**config.mk**
```make
export PLATFORM = sky130hd
export DESIGN_NAME = directed_cycle_detect_dfs_unit
export DESIGN_NICKNAME = d
export VERILOG_FILES = /design/src/dcd_pkg.sv /design/src/directed_cycle_detect_dfs_unit.sv /design/src/dcd_ram.sv
export VERILOG_INCLUDE_DIRS = /design/src /design/src/src
export SDC_FILE = /design/constraint.sdc
export NUM_CORES = 1
export LEC_CHECK = 0
export ABC_AREA = 0
export BUFFER_PORTS_ARGS = -buffer_cell sky130_fd_sc_hd__buf_4
export CAP_MARGIN = 20
export CORE_MARGIN = 2
export CORE_UTILIZATION = 57
export DETAILED_ROUTE_END_ITERATION = 7
export PLACE_DENSITY = 0.84
export REMOVE_ABC_BUFFERS = 1
export SKIP_CTS_REPAIR_TIMING = 1
export SYNTH_ARGS = -nofsm -noshare
export SYNTH_HDL_FRONTEND = slang
export SYNTH_SLANG_ARGS = --single-unit
```
**constraint.sdc**
```tcl
create_clock -name clk -period 4.05 [get_ports clk]
set_input_delay 0 -clock clk [delete_from_list [all_inputs] [get_ports clk]]
set_output_delay 0 -clock clk [all_outputs]
set_load 0.02 [all_outputs]
```
**src/assert_macros.svh**
```systemverilog
// Assertion macros used by the RTL of the cycle detector.
// No dependencies; the bodies are empty when SYNTHESIS is defined.
`ifndef ASSERT_MACROS_SVH
`define ASSERT_MACROS_SVH
`ifndef SYNTHESIS
// Property must hold at every clock edge outside reset.
`define ASSERT_ALWAYS(label, clk, rst_n, prop, msg) \
    label: assert property (@(posedge clk) disable iff (!rst_n) prop) else $error(msg);
// Condition must never be true outside reset.
`define ASSERT_NEVER(label, clk, rst_n, cond, msg) \
    label: assert property (@(posedge clk) disable iff (!rst_n) !(cond)) else $error(msg);
`else
`define ASSERT_ALWAYS(label, clk, rst_n, prop, msg)
`define ASSERT_NEVER(label, clk, rst_n, cond, msg)
`endif
`endif

```
**src/dcd_pkg.sv**
```systemverilog
// Package for the directed cycle detector: sizes, command codes, item types.
// No dependencies; used by the detector top module and the testbench.
package dcd_pkg;

    localparam int VERTICES = 16;
    localparam int VERTEX_W = 4;
    localparam int COUNT_W  = 5;

    localparam logic CMD_LOAD   = 1'b0;
    localparam logic CMD_SEARCH = 1'b1;

    typedef struct packed {
        logic                cmd;
        logic [VERTEX_W-1:0] row_index;
        logic [VERTICES-1:0] row_bits;
    } in_item_t;

    typedef struct packed {
        logic                found;
        logic [VERTEX_W-1:0] vertex;
        logic                last;
    } out_item_t;

    // One saved level of the search: its vertex and the next neighbour to try
    typedef struct packed {
        logic [VERTEX_W-1:0] vertex;
        logic [COUNT_W-1:0]  cursor;
    } stack_entry_t;

endpackage

```
**src/directed_cycle_detect_dfs_unit.sv**
```systemverilog
// Directed-graph cycle detector, depth-first search over an adjacency store.
// Depends on dcd_pkg, dcd_ram and assert_macros.svh.
//
// A load item (cmd 0) writes one adjacency row. A search item (cmd 1)
// walks the graph from roots 0 upward, neighbours in ascending order, one neighbour per
// cycle; each push passes through ST_LOADROW and each pop through ST_POPRD and ST_LOADROW,
// as the adjacency row and the saved stack level come out of RAMs with registered read
// data. Result items then go out while the output is free, each path entry below the top
// first read back from the stack RAM.
// The adjacency store reads as empty after reset through per-row valid flags, so no clearing
// pass is needed. The output register lets the next item be accepted while the last result
// still waits. vertex_count may only be written while no search is in progress.
`include "assert_macros.svh"

module directed_cycle_detect_dfs_unit
    import dcd_pkg::*;
(
    input  logic               clk,
    input  logic               rst_n,
    input  logic               cfg_write,
    input  logic [COUNT_W-1:0] cfg_data,
    input  logic               in_valid,
    output logic               in_ready,
    input  in_item_t           in_data,
    output logic               out_valid,
    input  logic               out_ready,
    output out_item_t          out_data
);

    typedef enum logic [9:0] {
        ST_IDLE     = 10'b00_0000_0001,
        ST_ROOT     = 10'b00_0000_0010,
        ST_LOADROW  = 10'b00_0000_0100,
        ST_SCAN     = 10'b00_0000_1000,
        ST_POPRD    = 10'b00_0001_0000,
        ST_EMIT_RD  = 10'b00_0010_0000,
        ST_EMIT_LD  = 10'b00_0100_0000,
        ST_EMIT_TOP = 10'b00_1000_0000,
        ST_EMIT_END = 10'b01_0000_0000,
        ST_NONE     = 10'b10_0000_0000
    } state_t;

    state_t              state_reg, state_next;
    logic [COUNT_W-1:0]  count_reg, count_next;
    logic [COUNT_W-1:0]  n_reg, n_next;
    logic [VERTICES-1:0] adj_valid_reg, adj_valid_next;
    logic [VERTICES-1:0] visited_reg, visited_next;
    logic [VERTICES-1:0] on_path_reg, on_path_next;
    logic [COUNT_W-1:0]  depth_reg, depth_next;
    logic [COUNT_W-1:0]  root_reg, root_next;
    logic [VERTEX_W-1:0] v_reg, v_next;
    logic [COUNT_W-1:0]  i_reg, i_next;
    logic [VERTEX_W-1:0] nb_reg, nb_next;
    logic [VERTICES-1:0] row_reg, row_next;
    logic                adj_hit_reg, adj_hit_next;
    logic [VERTEX_W-1:0] emit_k_reg, emit_k_next;
    logic                out_valid_reg, out_valid_next;
    out_item_t           out_data_reg, out_data_next;

    logic                adj_we;
    logic [VERTEX_W-1:0] adj_raddr;
    logic [VERTICES-1:0] adj_rdata;
    logic                stk_we;
    logic [VERTEX_W-1:0] stk_waddr;
    stack_entry_t        stk_wdata;
    logic [VERTEX_W-1:0] stk_raddr;
    stack_entry_t        stk_rdata;

    logic                out_free;
    logic [COUNT_W-1:0]  depth_m1;
    logic [VERTEX_W-1:0] i_idx;
    logic [VERTEX_W-1:0] root_idx;

    assign out_free  = !out_valid_reg || out_ready;
    assign depth_m1  = depth_reg - COUNT_W'(1);
    assign i_idx     = i_reg[VERTEX_W-1:0];
    assign root_idx  = root_reg[VERTEX_W-1:0];
    assign in_ready  = (state_reg == ST_IDLE);
    assign out_valid = out_valid_reg;
    assign out_data  = out_data_reg;

    dcd_ram #(.WIDTH(VERTICES), .DEPTH(VERTICES)) u_adj_ram (
        .clk   (clk),
        .we    (adj_we),
        .waddr (in_data.row_index),
        .wdata (in_data.row_bits),
        .raddr (adj_raddr),
        .rdata (adj_rdata)
    );

    // Saved levels below the top of the path; the top level lives in v_reg / i_reg.
    // A level is written on push and read back on a pop or when the path is emitted.
    dcd_ram #(.WIDTH($bits(stack_entry_t)), .DEPTH(VERTICES)) u_stack_ram (
        .clk   (clk),
        .we    (stk_we),
        .waddr (stk_waddr),
        .wdata (stk_wdata),
        .raddr (stk_raddr),
        .rdata (stk_rdata)
    );

    always_comb
    begin
        state_next     = state_reg;
        count_next     = cfg_write ? cfg_data : count_reg;
        n_next         = n_reg;
        adj_valid_next = adj_valid_reg;
        visited_next   = visited_reg;
        on_path_next   = on_path_reg;
        depth_next     = depth_reg;
        root_next      = root_reg;
        v_next         = v_reg;
        i_next         = i_reg;
        nb_next        = nb_reg;
        row_next       = row_reg;
        adj_hit_next   = adj_hit_reg;
        emit_k_next    = emit_k_reg;
        out_valid_next = out_valid_reg && !out_ready;
        out_data_next  = out_data_reg;
        adj_we         = 1'b0;
        adj_raddr      = v_reg;
        stk_we         = 1'b0;
        stk_waddr      = depth_m1[VERTEX_W-1:0];
        stk_wdata      = '{vertex: v_reg, cursor: i_reg + COUNT_W'(1)};
        stk_raddr      = emit_k_reg;

        unique case (state_reg)
            ST_IDLE:
            begin
                if (in_valid)
                begin
                    if (in_data.cmd == CMD_LOAD)
                    begin
                        adj_we = 1'b1;
                        adj_valid_next[in_data.row_index] = 1'b1;
                    end
                    else
                    begin
                        visited_next = '0;
                        on_path_next = '0;
                        depth_next   = '0;
                        root_next    = '0;
                        n_next       = (count_reg > COUNT_W'(VERTICES)) ?
                                       COUNT_W'(VERTICES) : count_reg;
                        state_next   = ST_ROOT;
                    end
                end
            end

            ST_ROOT:
            begin
                if (root_reg >= n_reg)
                begin
                    state_next = ST_NONE;
                end
                else if (visited_reg[root_idx])
                begin
                    root_next = root_reg + COUNT_W'(1);
                end
                else
                begin
                    visited_next[root_idx] = 1'b1;
                    on_path_next[root_idx] = 1'b1;
                    v_next       = root_idx;
                    i_next       = '0;
                    depth_next   = COUNT_W'(1);
                    adj_raddr    = root_idx;
                    adj_hit_next = adj_valid_reg[root_idx];
                    state_next   = ST_LOADROW;
                end
            end

            ST_LOADROW:
            begin
                row_next   = adj_hit_reg ? adj_rdata : '0;
                state_next = ST_SCAN;
            end

            ST_SCAN:
            begin
                if (i_reg >= n_reg)
                begin
                    // all neighbours tried: leave this vertex
                    on_path_next[v_reg] = 1'b0;
                    depth_next = depth_m1;
                    if (depth_reg == COUNT_W'(1))
                    begin
                        root_next  = root_reg + COUNT_W'(1);
                        state_next = ST_ROOT;
                    end
                    else
                    begin
                        stk_raddr  = VERTEX_W'(depth_reg - COUNT_W'(2));
                        state_next = ST_POPRD;
                    end
                end
                else if (!row_reg[i_idx])
                begin
                    i_next = i_reg + COUNT_W'(1);
                end
                else if (!visited_reg[i_idx])
                begin
                    if (depth_reg < COUNT_W'(VERTICES))
                    begin
                        stk_we = 1'b1;
                        visited_next[i_idx] = 1'b1;
                        on_path_next[i_idx] = 1'b1;
                        v_next       = i_idx;
                        i_next       = '0;
                        depth_next   = depth_reg + COUNT_W'(1);
                        adj_raddr    = i_idx;
                        adj_hit_next = adj_valid_reg[i_idx];
                        state_next   = ST_LOADROW;
                    end
                    else
                    begin
                        i_next = i_reg + COUNT_W'(1);
                    end
                end
                else if (on_path_reg[i_idx])
                begin
                    // back edge closes a cycle
                    nb_next     = i_idx;
                    emit_k_next = '0;
                    state_next  = (depth_reg == COUNT_W'(1)) ? ST_EMIT_TOP : ST_EMIT_RD;
                end
                else
                begin
                    i_next = i_reg + COUNT_W'(1);
                end
            end

            ST_POPRD:
            begin
                v_next       = stk_rdata.vertex;
                i_next       = stk_rdata.cursor;
                adj_raddr    = stk_rdata.vertex;
                adj_hit_next = adj_valid_reg[stk_rdata.vertex];
                state_next   = ST_LOADROW;
            end

            ST_EMIT_RD:
            begin
                // read only once the output slot is free, so the data can land next cycle
                if (out_free)
                begin
                    stk_raddr  = emit_k_reg;
                    state_next = ST_EMIT_LD;
                end
            end

            ST_EMIT_LD:
            begin
                out_valid_next = 1'b1;
                out_data_next  = '{found: 1'b1, vertex: stk_rdata.vertex, last: 1'b0};
                emit_k_next    = emit_k_reg + VERTEX_W'(1);
                if (COUNT_W'(emit_k_reg) + COUNT_W'(1) == depth_m1)
                begin
                    state_next = ST_EMIT_TOP;
                end
                else
                begin
                    state_next = ST_EMIT_RD;
                end
            end

            ST_EMIT_TOP:
            begin
                if (out_free)
                begin
                    out_valid_next = 1'b1;
                    out_data_next  = '{found: 1'b1, vertex: v_reg, last: 1'b0};
                    state_next     = ST_EMIT_END;
                end
            end

            ST_EMIT_END:
            begin
                if (out_free)
                begin
                    out_valid_next = 1'b1;
                    out_data_next  = '{found: 1'b1, vertex: nb_reg, last: 1'b1};
                    state_next     = ST_IDLE;
                end
            end

            ST_NONE:
            begin
                if (out_free)
                begin
                    out_valid_next = 1'b1;
                    out_data_next  = '{found: 1'b0, vertex: '0, last: 1'b1};
                    state_next     = ST_IDLE;
                end
            end

            default:
            begin
                state_next = ST_IDLE;
            end
        endcase
    end

    always_ff @(posedge clk or negedge rst_n)
    begin
        if (!rst_n)
        begin
            state_reg     <= ST_IDLE;
            count_reg     <= COUNT_W'(VERTICES);
            adj_valid_reg <= '0;
            visited_reg   <= '0;
            on_path_reg   <= '0;
            depth_reg     <= '0;
            out_valid_reg <= 1'b0;
        end
        else
        begin
            state_reg     <= state_next;
            count_reg     <= count_next;
            adj_valid_reg <= adj_valid_next;
            visited_reg   <= visited_next;
            on_path_reg   <= on_path_next;
            depth_reg     <= depth_next;
            out_valid_reg <= out_valid_next;
        end
    end

    always_ff @(posedge clk)
    begin
        n_reg        <= n_next;
        root_reg     <= root_next;
        v_reg        <= v_next;
        i_reg        <= i_next;
        nb_reg       <= nb_next;
        row_reg      <= row_next;
        adj_hit_reg  <= adj_hit_next;
        emit_k_reg   <= emit_k_next;
        out_data_reg <= out_data_next;
    end

    `ASSERT_ALWAYS(a_path_in_visited, clk, rst_n, (on_path_reg & ~visited_reg) == '0, "on-path vertex not visited")
    `ASSERT_ALWAYS(a_path_count, clk, rst_n, (state_reg == ST_SCAN) |-> ($countones(on_path_reg) == int'(depth_reg)), "path marks disagree with stack depth")
    `ASSERT_NEVER(a_emit_slot_free, clk, rst_n, (state_reg == ST_EMIT_LD) && out_valid_reg, "stack read data arrives with output slot busy")
    `ASSERT_ALWAYS(a_search_start, clk, rst_n, (in_valid && in_ready && (in_data.cmd == CMD_SEARCH)) |=> (state_reg == ST_ROOT), "search item did not start a search")
    `ASSERT_NEVER(a_depth_bound, clk, rst_n, depth_reg > COUNT_W'(VERTICES), "stack depth beyond vertex count")

endmodule

```
**src/dcd_ram.sv**
```systemverilog
// Generic single-write, single-read RAM with registered read data.
// No dependencies; used for the adjacency store and the path stack.
module dcd_ram #(
    parameter int WIDTH = 8,
    parameter int DEPTH = 16,
    localparam int AW = $clog2(DEPTH)
) (
    input  logic             clk,
    input  logic             we,
    input  logic [AW-1:0]    waddr,
    input  logic [WIDTH-1:0] wdata,
    input  logic [AW-1:0]    raddr,
    output logic [WIDTH-1:0] rdata
);

    logic [WIDTH-1:0] mem [DEPTH];

    always_ff @(posedge clk)
    begin
        if (we)
        begin
            mem[waddr] <= wdata;
        end
        rdata <= mem[raddr];
    end

endmodule

```
### Yosys cells after proc, flatten, opt, wreduce, memory -nomap -nowiden

Memory sizes are Yosys's and may differ from the RTL's. A register that Yosys moved wholly into a read port is not among the register bits.
Cells that the tools add are included.

| cells by class | value |
|---|---|
| add/sub/neg operators | 7 |
| magnitude comparators | 13 |
| equality and inequality tests | 37 |
| multiplexer cells | 116 |
| bitwise operators | 9 |
| reductions and logical operators | 25 |

Operators with widths:

| cell | number |
|---|---|
| 16-bit two-way mux | 14 |
| 10-bit two-way mux | 12 |
| 5-bit two-way mux | 20 |
| 16-bit case mux with 3 select lines | 2 |
| 10-bit case mux with 9 select lines | 1 |
| 16-bit bitwise OR | 5 |
| 4-bit two-way mux | 13 |
| 5-bit case mux with 3 select lines | 3 |
| 2-bit inequality test, second input constant | 16 |
| 1-bit two-way mux | 30 |
| 1-bit binary-select mux with 4-bit select | 7 |
| 4-bit by 5-bit < comparator with 1-bit output, second input constant | 5 |
| 6-bit case mux with 4 select lines | 1 |
| 6-bit two-way mux | 3 |
| 9-bit AND reduction | 2 |
| 16-bit AND | 1 |
| 1-bit demux with 4-bit select | 4 |
| 4-bit by 1-bit greater-or-equal comparator with 1-bit output, second input constant | 4 |
| 8-bit two-way mux | 2 |
| 16-bit NOT | 1 |
| 5-bit by 1-bit adder with 5-bit output, second input constant | 3 |
| 5-bit AND reduction | 3 |
| 7-bit AND reduction | 2 |
| 3-bit inequality test, second input constant | 4 |
| other kinds (37) | 49 |

| word-level totals | value |
|---|---|
| bits in registers | 119 |
| bits in writable memories | 400 |
| input bits | 31 |
| output and inout bits | 8 |
| word-level logic and storage cells | 227 |
| memories kept | 2 |

Memories:

| memory | depth | bits a word | rd ports | clocked after memory_dff | wr ports | RTL line | RTL |
|---|---|---|---|---|---|---|---|
| u_adj_ram.mem | 16 | 16 | 1 | 1 | 1 | dcd_ram.sv:16 | `logic [WIDTH-1:0] mem [DEPTH];` |
| u_stack_ram.mem | 16 | 9 | 1 | 1 | 1 | dcd_ram.sv:16 |  |

### Logic depth before layout (Yosys ltp)

Gate-level depths: netlist of run 1.

| logic depth | value |
|---|---|
| depth in word-level cells | 10 |
| mapped depth | 17 |
| depth with buffers taken out | 13 |

### Hierarchy

From an unflattened synthesis of run 1, not the netlist that was laid out.

| unflattened totals | value |
|---|---|
| cell total of the unflattened synthesis | 1364 |
| area total of the unflattened synthesis | 23252.3 um^2 |

Modules (own cells, without submodules):

| module | instances | cells an instance | area an instance (um^2) | sequential area each (um^2) |
|---|---|---|---|---|
| dcd_ram (u_adj_ram) | 1 | 432 | 10043.4 | 8007.7 |
| directed_cycle_detect_dfs_unit | 1 | 678 | 7428.4 | 3190.6 |
| dcd_ram (u_stack_ram) | 1 | 254 | 5780.5 | 4504.3 |

### Least setup slack after synthesis of run 1

No wires, ideal clock.

| timing | value |
|---|---|
| path kind | register to register |
| start | register i_reg[0] |
| end | register u_stack_ram.rdata[0], read port of u_stack_ram.mem |
| setup time | 139 ps |
| arrival time | 3846 ps |
| required time | 3911 ps |
| setup slack | 64 ps |
| stages on the path, launching flop included | 17 |
| path buffers | 4 |
| period minus slack after synthesis | 3986 ps |
| cells stage by stage | edfxtp_1 > buf_2 > buf_1 > inv_1 > ha_1 > nand2b_1 > a211oi_1 > o21ai_1 > nand2_1 > nor3_1 > mux2i_1 > clkbuf_1 > clkbuf_1 > mux2i_1 > mux2i_1 > mux2i_1 > mux2i_1 |

| on the way | value |
|---|---|
| cells in the longest elaborated chain, start to end | 3 |

Ends and longest elaborated chain:

| what | RTL line | RTL |
|---|---|---|
| start, declared | directed_cycle_detect_dfs_unit.sv:52 | `logic [COUNT_W-1:0] i_reg, i_next;` |
| start signal, assigned | directed_cycle_detect_dfs_unit.sv:333 | `i_reg <= i_next;` |
| 5-bit greater-or-equal comparator | directed_cycle_detect_dfs_unit.sv:181 | `if (i_reg >= n_reg)` |
| 4-bit two-way mux | directed_cycle_detect_dfs_unit.sv:181 |  |
| 4-bit two-way mux | n/a |  |
| end, declared | dcd_ram.sv:13 | `output logic [WIDTH-1:0] rdata` |

No other way between the ends.
A chain may end at the register's enable or synchronous reset.

### Final worst setup path of run 1

| timing | value |
|---|---|
| start | register state_reg[8] |
| end | register u_adj_ram.rdata[6], read port of u_adj_ram.mem |

| on the way | value |
|---|---|
| cells in the longest elaborated chain, start to end | 2 |
| elaborated cells on any way between the ends | 4 |
| classes of those cells | eq/ne (3); mux (1) |

Ends and longest elaborated chain:

| what | RTL line | RTL |
|---|---|---|
| start, declared | directed_cycle_detect_dfs_unit.sv:43 | `state_t state_reg, state_next;` |
| start signal, assigned | directed_cycle_detect_dfs_unit.sv:318 | `state_reg <= state_next;` |
| 10-bit by 5-bit equality test with 1-bit output, or another cell as far along | directed_cycle_detect_dfs_unit.sv:127 | `unique case (state_reg)` |
| 4-bit case mux with 3 select lines * | n/a |  |
| end, declared | dcd_ram.sv:13 |  |

Every way passes the cells marked *; elsewhere a longest branch is shown, timed or not.

==> out/results.txt, run 1 <==
syn avg cell area: 13.02 µm²
CTS sink cnt: 544
Area contributors post-synth: edfxtp_1 (56%), dfrtp_1 (7.1%), mux2i_1 (6.6%)
Min Clock Period, post-route: 3749 ps
first-pass GRT wire length: 89400 µm
antenna cells: 0
Detailed Route WL: 58970 µm
drt drc: 0
total power draw: 16.69 mW
final hold violation count: 2
Largest register FFs: 256
Vias: 15768
CP Max Fanout: 48
Die Width: 208.3 µm
largest net degree at the start of global routing: 70
WL/cell: 23.62 µm
depth of the CTS H-tree: 2
hold_ws: -5.844 ps
Core Rows: 74
CTS buffer count: 53
crit path to: u_adj_ram.rdata[6]
ys async rst share: 0.1268
latest clock arrival within the worst-skew pair: 600 ps
Synth top area share: 0.5632
GR Overflow Total: 0
PD cells: 614.3 nW/µm²
Detail Placement HPWL: 36380 µm
total negative slack: 0 ps
DRT Pass-1 Iters: 6
Synth-to-Final Area Change: 14.24%
#FFs+latches synth: 544
DP Worst Slack: 286.1 ps
Post-synth EDFFs: 446
Initial Utilization: 0.5798
max-cap violations: 0
Final Non-Filler Cells: 2497
biggest regs: u_adj_ram.mem: 256 flops, u_stack_ram.mem: 144 flops
Startpoint Class: flop
Yosys Warn Count: 0
CP Data Arrival Time: 4200 ps
IO Pins: 39
RR Startpoint: state_reg[8]
CTS tree: yes
Clock Tree Root: clkbuf_16
clk_skew: 21.54 ps
fin util: 0.6623
die area: 43370 µm²
most flop-heavy register: u_adj_ram.mem
RSZ-0062 raised after global routing: no
Final Max Tran Viols: 0
vias in the first global route: 15479
fin crit share: 0.9256
Die Span Y: 208.3 µm
worst r2r path cells: 12
Synth area leader: edfxtp_1
failing checks: hold timing
Top FF cell, synth: edfxtp_1
sequential-to-total area share from yosys stat: 0.6603
capturing point of the worst reg2reg path: u_adj_ram.rdata[6]
DR iter-0 viols: 1871
setup ws final: 301.4 ps
Routed Antenna Nets: 0
clock transition at the registers of the reported paths: 60 ps
critical path launch point: state_reg[8]
hold crit path type: in2reg
Least-Margin Pin Slew: 1135 ps
r2r setup slk: 300 ps
core box area: 41020 µm²
slew margin rel.: 0.2423
Synth cell types: 71
ratio of cells with drive above 1 in the final layout: 0.1486
final net count: 1980
leakage: 10.30 nW
via/cell ratio: 6.315
status: finished, violations left
CP Capture Type: flop
Post-Synthesis Cell Area: 23780 µm²
f_max: 0.2668 GHz
Inst Count DP: 2360
number of fill cells: 2795
WP data required: 4500 ps
Gate Count Post-Synth: 1826
GPL Wtd Cong: 0.9648
Setup violations, final: 0
initial antenna violation count: 0
WS Path Type: reg2reg
gr usage total: 0.2697
Peak supply drop: 0.0006083 V
IO buf count: 38
Clock Path Buffers: 3
cell usage in the layout, fill, tap and decap left out, types with 20 or more instances in the layout:
cell type and count:
nor2_1 63, dfxtp_1 29, inv_1 27, a32oi_1 33, a22o_1 20, buf_4 102, a21oi_1 156, ha_1 28
edfxtp_1 446, o21ai_0 43, and2_1 36, mux2i_1 156, dlygate4sd3_1 30, clkbuf_16 54, nand3_1 70, nand2_1 299
mux4_2 22, or2_2 20, dfrtp_1 67
kinds of logic (layout without fill, tap and decap cells):
kind of cell / Yosys count / after routing / synth area share
buffers and inverters: 135 / 274 / 0.02641
XOR/XNOR: 21 / 21 / 0.007735
adder cells (fa/ha/maj): 28 / 28 / 0.01473
AND/OR/NAND/NOR: 583 / 583 / 0.1128
multiplexers: 186 / 186 / 0.09024
flip-flops: 544 / 544 / 0.6603
AO/OA/AOI/OAI: 329 / 329 / 0.08776
metal layers:
layer,vias to the layer above,global-route usage,share of wire
met1,7708,0.3518,0.38
met4,0,0.1124,0.043
met3,175,0.05072,0.087
met2,891,0.4475,0.49
met5,-,0,0
li1,6994,-,-
per-stage QoR:
stage	instance area [µm²]	hold WS (ps)
finish	27170	-5.844
global route	27170	15.56
CTS	26780	-427.4
detailed placement	24990	203.8
global placement	24990	185.6
floorplan	23260	-295.6
final cells by class:
class | instances | area, µm² | area share
inverters | 29 | 110.1 | 0.004053
flip-flops and latches | 544 | 15700 | 0.5780
well taps | 532 | 665.6 | 0.02450
multi-input cells | 1147 | 7560 | 0.2783
repair buffers | 146 | 1345 | 0.04951
clock buffers | 65 | 1413 | 0.05200
clock inverters | 34 | 371.6 | 0.01368
synthesized netlist by cell type (12+ instances only):
master,instances
a21oi_1,157
a22o_1,20
a32oi_1,33
and2_1,37
buf_2,43
clkbuf_1,45
dfrtp_1,67
dfxtp_1,29
edfxtp_1,446
ha_1,28
inv_1,27
mux2i_1,157
mux4_2,22
nand2_1,299
nand3_1,70
nand4_1,12
nor2_1,79
nor2b_1,12
o211ai_1,16
o21ai_0,43
or2_2,20
xnor2_1,14
critical path: stages (launching register included):
cell and delay, ps:
dfrtp_1 460, nor3_2 320, nand2_2 180, or4_4 560, a32oi_1 250, o211ai_2 280, a21oi_4 340, clkinv_2 220
buf_12 240, nand2_1 110, a32oi_1 110, a32oi_1 370, o211ai_1 150
power by group:
group          internal (mW)  switching [mW]
logic                   1.67            2.82
clock network           2.93            2.09
registers               6.68           0.498
total                   11.3            5.41
worst min-delay path by stage:
| stage | from | slack (ps) | depth (start not counted) | to |
|---|---|---|---|---|
| 2_1_floorplan | rst_n | -300 | 0 | adj_valid_reg[0] |
| 3_3_place_gp | rst_n | 190 | 1 | count_reg[2] |
| 3_5_place_dp | rst_n | 200 | 1 | count_reg[0] |
| 4_1_cts | rst_n | -430 | 1 | on_path_reg[6] |
| 5_1_grt | in_data[16] | 20 | 4 | adj_valid_reg[5] |
| 6_report | in_data[16] | -6 | 4 | adj_valid_reg[5] |
No activity file was read; power rests on OpenSTA's default activity.
==> run 2, diff against run 1 <==
--- a/config.mk
+++ b/config.mk
@@ -12,6 +12,7 @@
 export CORE_MARGIN = 2
 export CORE_UTILIZATION = 57
 export DETAILED_ROUTE_END_ITERATION = 7
+export MAX_ROUTING_LAYER = met4
 export PLACE_DENSITY = 0.84
 export REMOVE_ABC_BUFFERS = 1
 export SKIP_CTS_REPAIR_TIMING = 1
==> run 2 against run 1 <==
The run now ends clean. Sequential power hardly changed. Worst setup slack better by 3.5 ps. Combinational power shrank 3%. Sequential share of layout area is 0.13 points higher. Hold slack better by 24 ps. Clock-buffer cell count up 7. Critical endpoint is now u_adj_ram.rdata[12].
==> out/results.txt, run 2 (synthesis gave the netlist of run 1 again) <==
status: complete, no violations
total power draw: 16.66 mW
depth of the CTS H-tree: 2
Routed Antenna Nets: 0
fin crit share: 0.9247
clock transition at the registers of the reported paths: 60 ps
Peak supply drop: 0.0005232 V
Inst Count DP: 2360
largest net degree at the start of global routing: 70
worst r2r path cells: 12
gr usage total: 0.2751
max-cap violations: 0
WP data required: 4550 ps
Final Max Tran Viols: 0
final hold violation count: 0
CTS sink cnt: 544
most flop-heavy register: u_adj_ram.mem
fin util: 0.6609
CP Data Arrival Time: 4240 ps
Clock Tree Root: clkbuf_16
most common cell after layout, fill and taps aside: edfxtp_1
Die Span Y: 208.3 µm
initial antenna violation count: 0
Buf+Inv Stages, Crit Path: 2
DRT Pass-1 Iters: 6
Startpoint Class: flop
GR Overflow Total: 0
Min Clock Period, post-route: 3745 ps
Clock Path Buffers: 3
Worst path slowest cell: or4_4
drt drc: 0
ratio of cells with drive above 1 in the final layout: 0.1414
first-pass GRT wire length: 88840 µm
WL/cell: 23.27 µm
hold crit path type: in2reg
GPL Wtd Cong: 0.9707
PD cells: 614.8 nW/µm²
CP Capture Type: flop
most frequent cells in the layout: edfxtp_1 (446), nand2_1 (299), mux2i_1 (156), a21oi_1 (156), buf_4 (99)
hold_ws: 17.97 ps
IO Pins: 39
Detail Placement HPWL: 35720 µm
Hold Path Depth: 4
CP Cell Sequence: nor3_4, nand2_2, or4_4, a32oi_1, o211ai_2, a21oi_4, buf_12, buf_4, nand2_1, a32oi_1, a32oi_1, o211ai_1
Detailed Route WL: 57980 µm
Synth-to-Final Area Change: 13.99%
RSZ-0062 raised after global routing: no
antenna cells: 0
DR iter-0 viols: 1762
WS Path Type: reg2reg
latest clock arrival within the worst-skew pair: 620 ps
Final Non-Filler Cells: 2491
Setup violations, final: 0
Largest register FFs: 256
CTS tree: yes
die area: 43370 µm²
IO buf count: 38
Core Rows: 74
biggest regs: u_adj_ram.mem: 256 flops, u_stack_ram.mem: 144 flops
Least-Margin Pin Slew: 1146 ps
Crit path max-delay family: simple AND/OR/NAND/NOR gates
dpl cell area: 24960 µm²
core box area: 41020 µm²
leakage: 10.26 nW
vias in the first global route: 15422
Die Width: 208.3 µm
f_max: 0.2670 GHz
final net count: 1975
via/cell ratio: 6.295
CTS buffer count: 53
final instance area: 27110 µm²
CP Max Fanout: 64
Crit path depth: 12
Vias: 15682
most used cell, CP: a32oi_1
slew margin rel.: 0.2352
crit-path max cell delay: 580 ps
clk_skew: 46.94 ps
Initial Utilization: 0.5798
==> run 2: tightest hold or removal path: cells and delay by family <==
family,cells,cell delay [ps]
simple gates,3,490
buf+inv,1,110
==> run 2: layout make-up <==
cell class / count / area [µm²]
inverter: 29 / 110.1
clock buffer: 72 / 1448
fill: 2830 / 13910
multi-input combinational: 1147 / 7553
tap: 532 / 665.6
clock inverter: 26 / 371.6
timing repair buffer: 141 / 1255
sequential: 544 / 15700
==> run 2: final timing paths <==
path                       slack, ps                   to         start
min reg2reg                      490         depth_reg[4]  depth_reg[4]
max                              300  u_adj_ram.rdata[12]  state_reg[5]
min                               20     adj_valid_reg[6]   in_data[18]
min in group asynchronous         60         count_reg[3]         rst_n
max reg2reg                      300  u_adj_ram.rdata[12]  state_reg[5]
max in group asynchronous       3350    adj_valid_reg[14]         rst_n
==> run 2: stage by stage <==
step / worst slack [ps] / TNS, ps
after CTS: 377.7 / 0
after global placement: 547.1 / 0
after floorplan: -4979 / -128100
final: 304.9 / 0
after global routing: 63.13 / 0
after detailed placement: 433.0 / 0
==> run 2: metal layers <==
layer	GRT usage	wire length [µm]
met5	-	0
met4	0.1206	2662
met3	0.04543	5056
met2	0.4325	27770
met1	0.3566	22480
==> run 2: power breakdown <==
group	switching, mW	internal [mW]
clock network	2.12	2.98
registers	0.524	6.68
logic	2.72	1.64
total	5.37	11.3
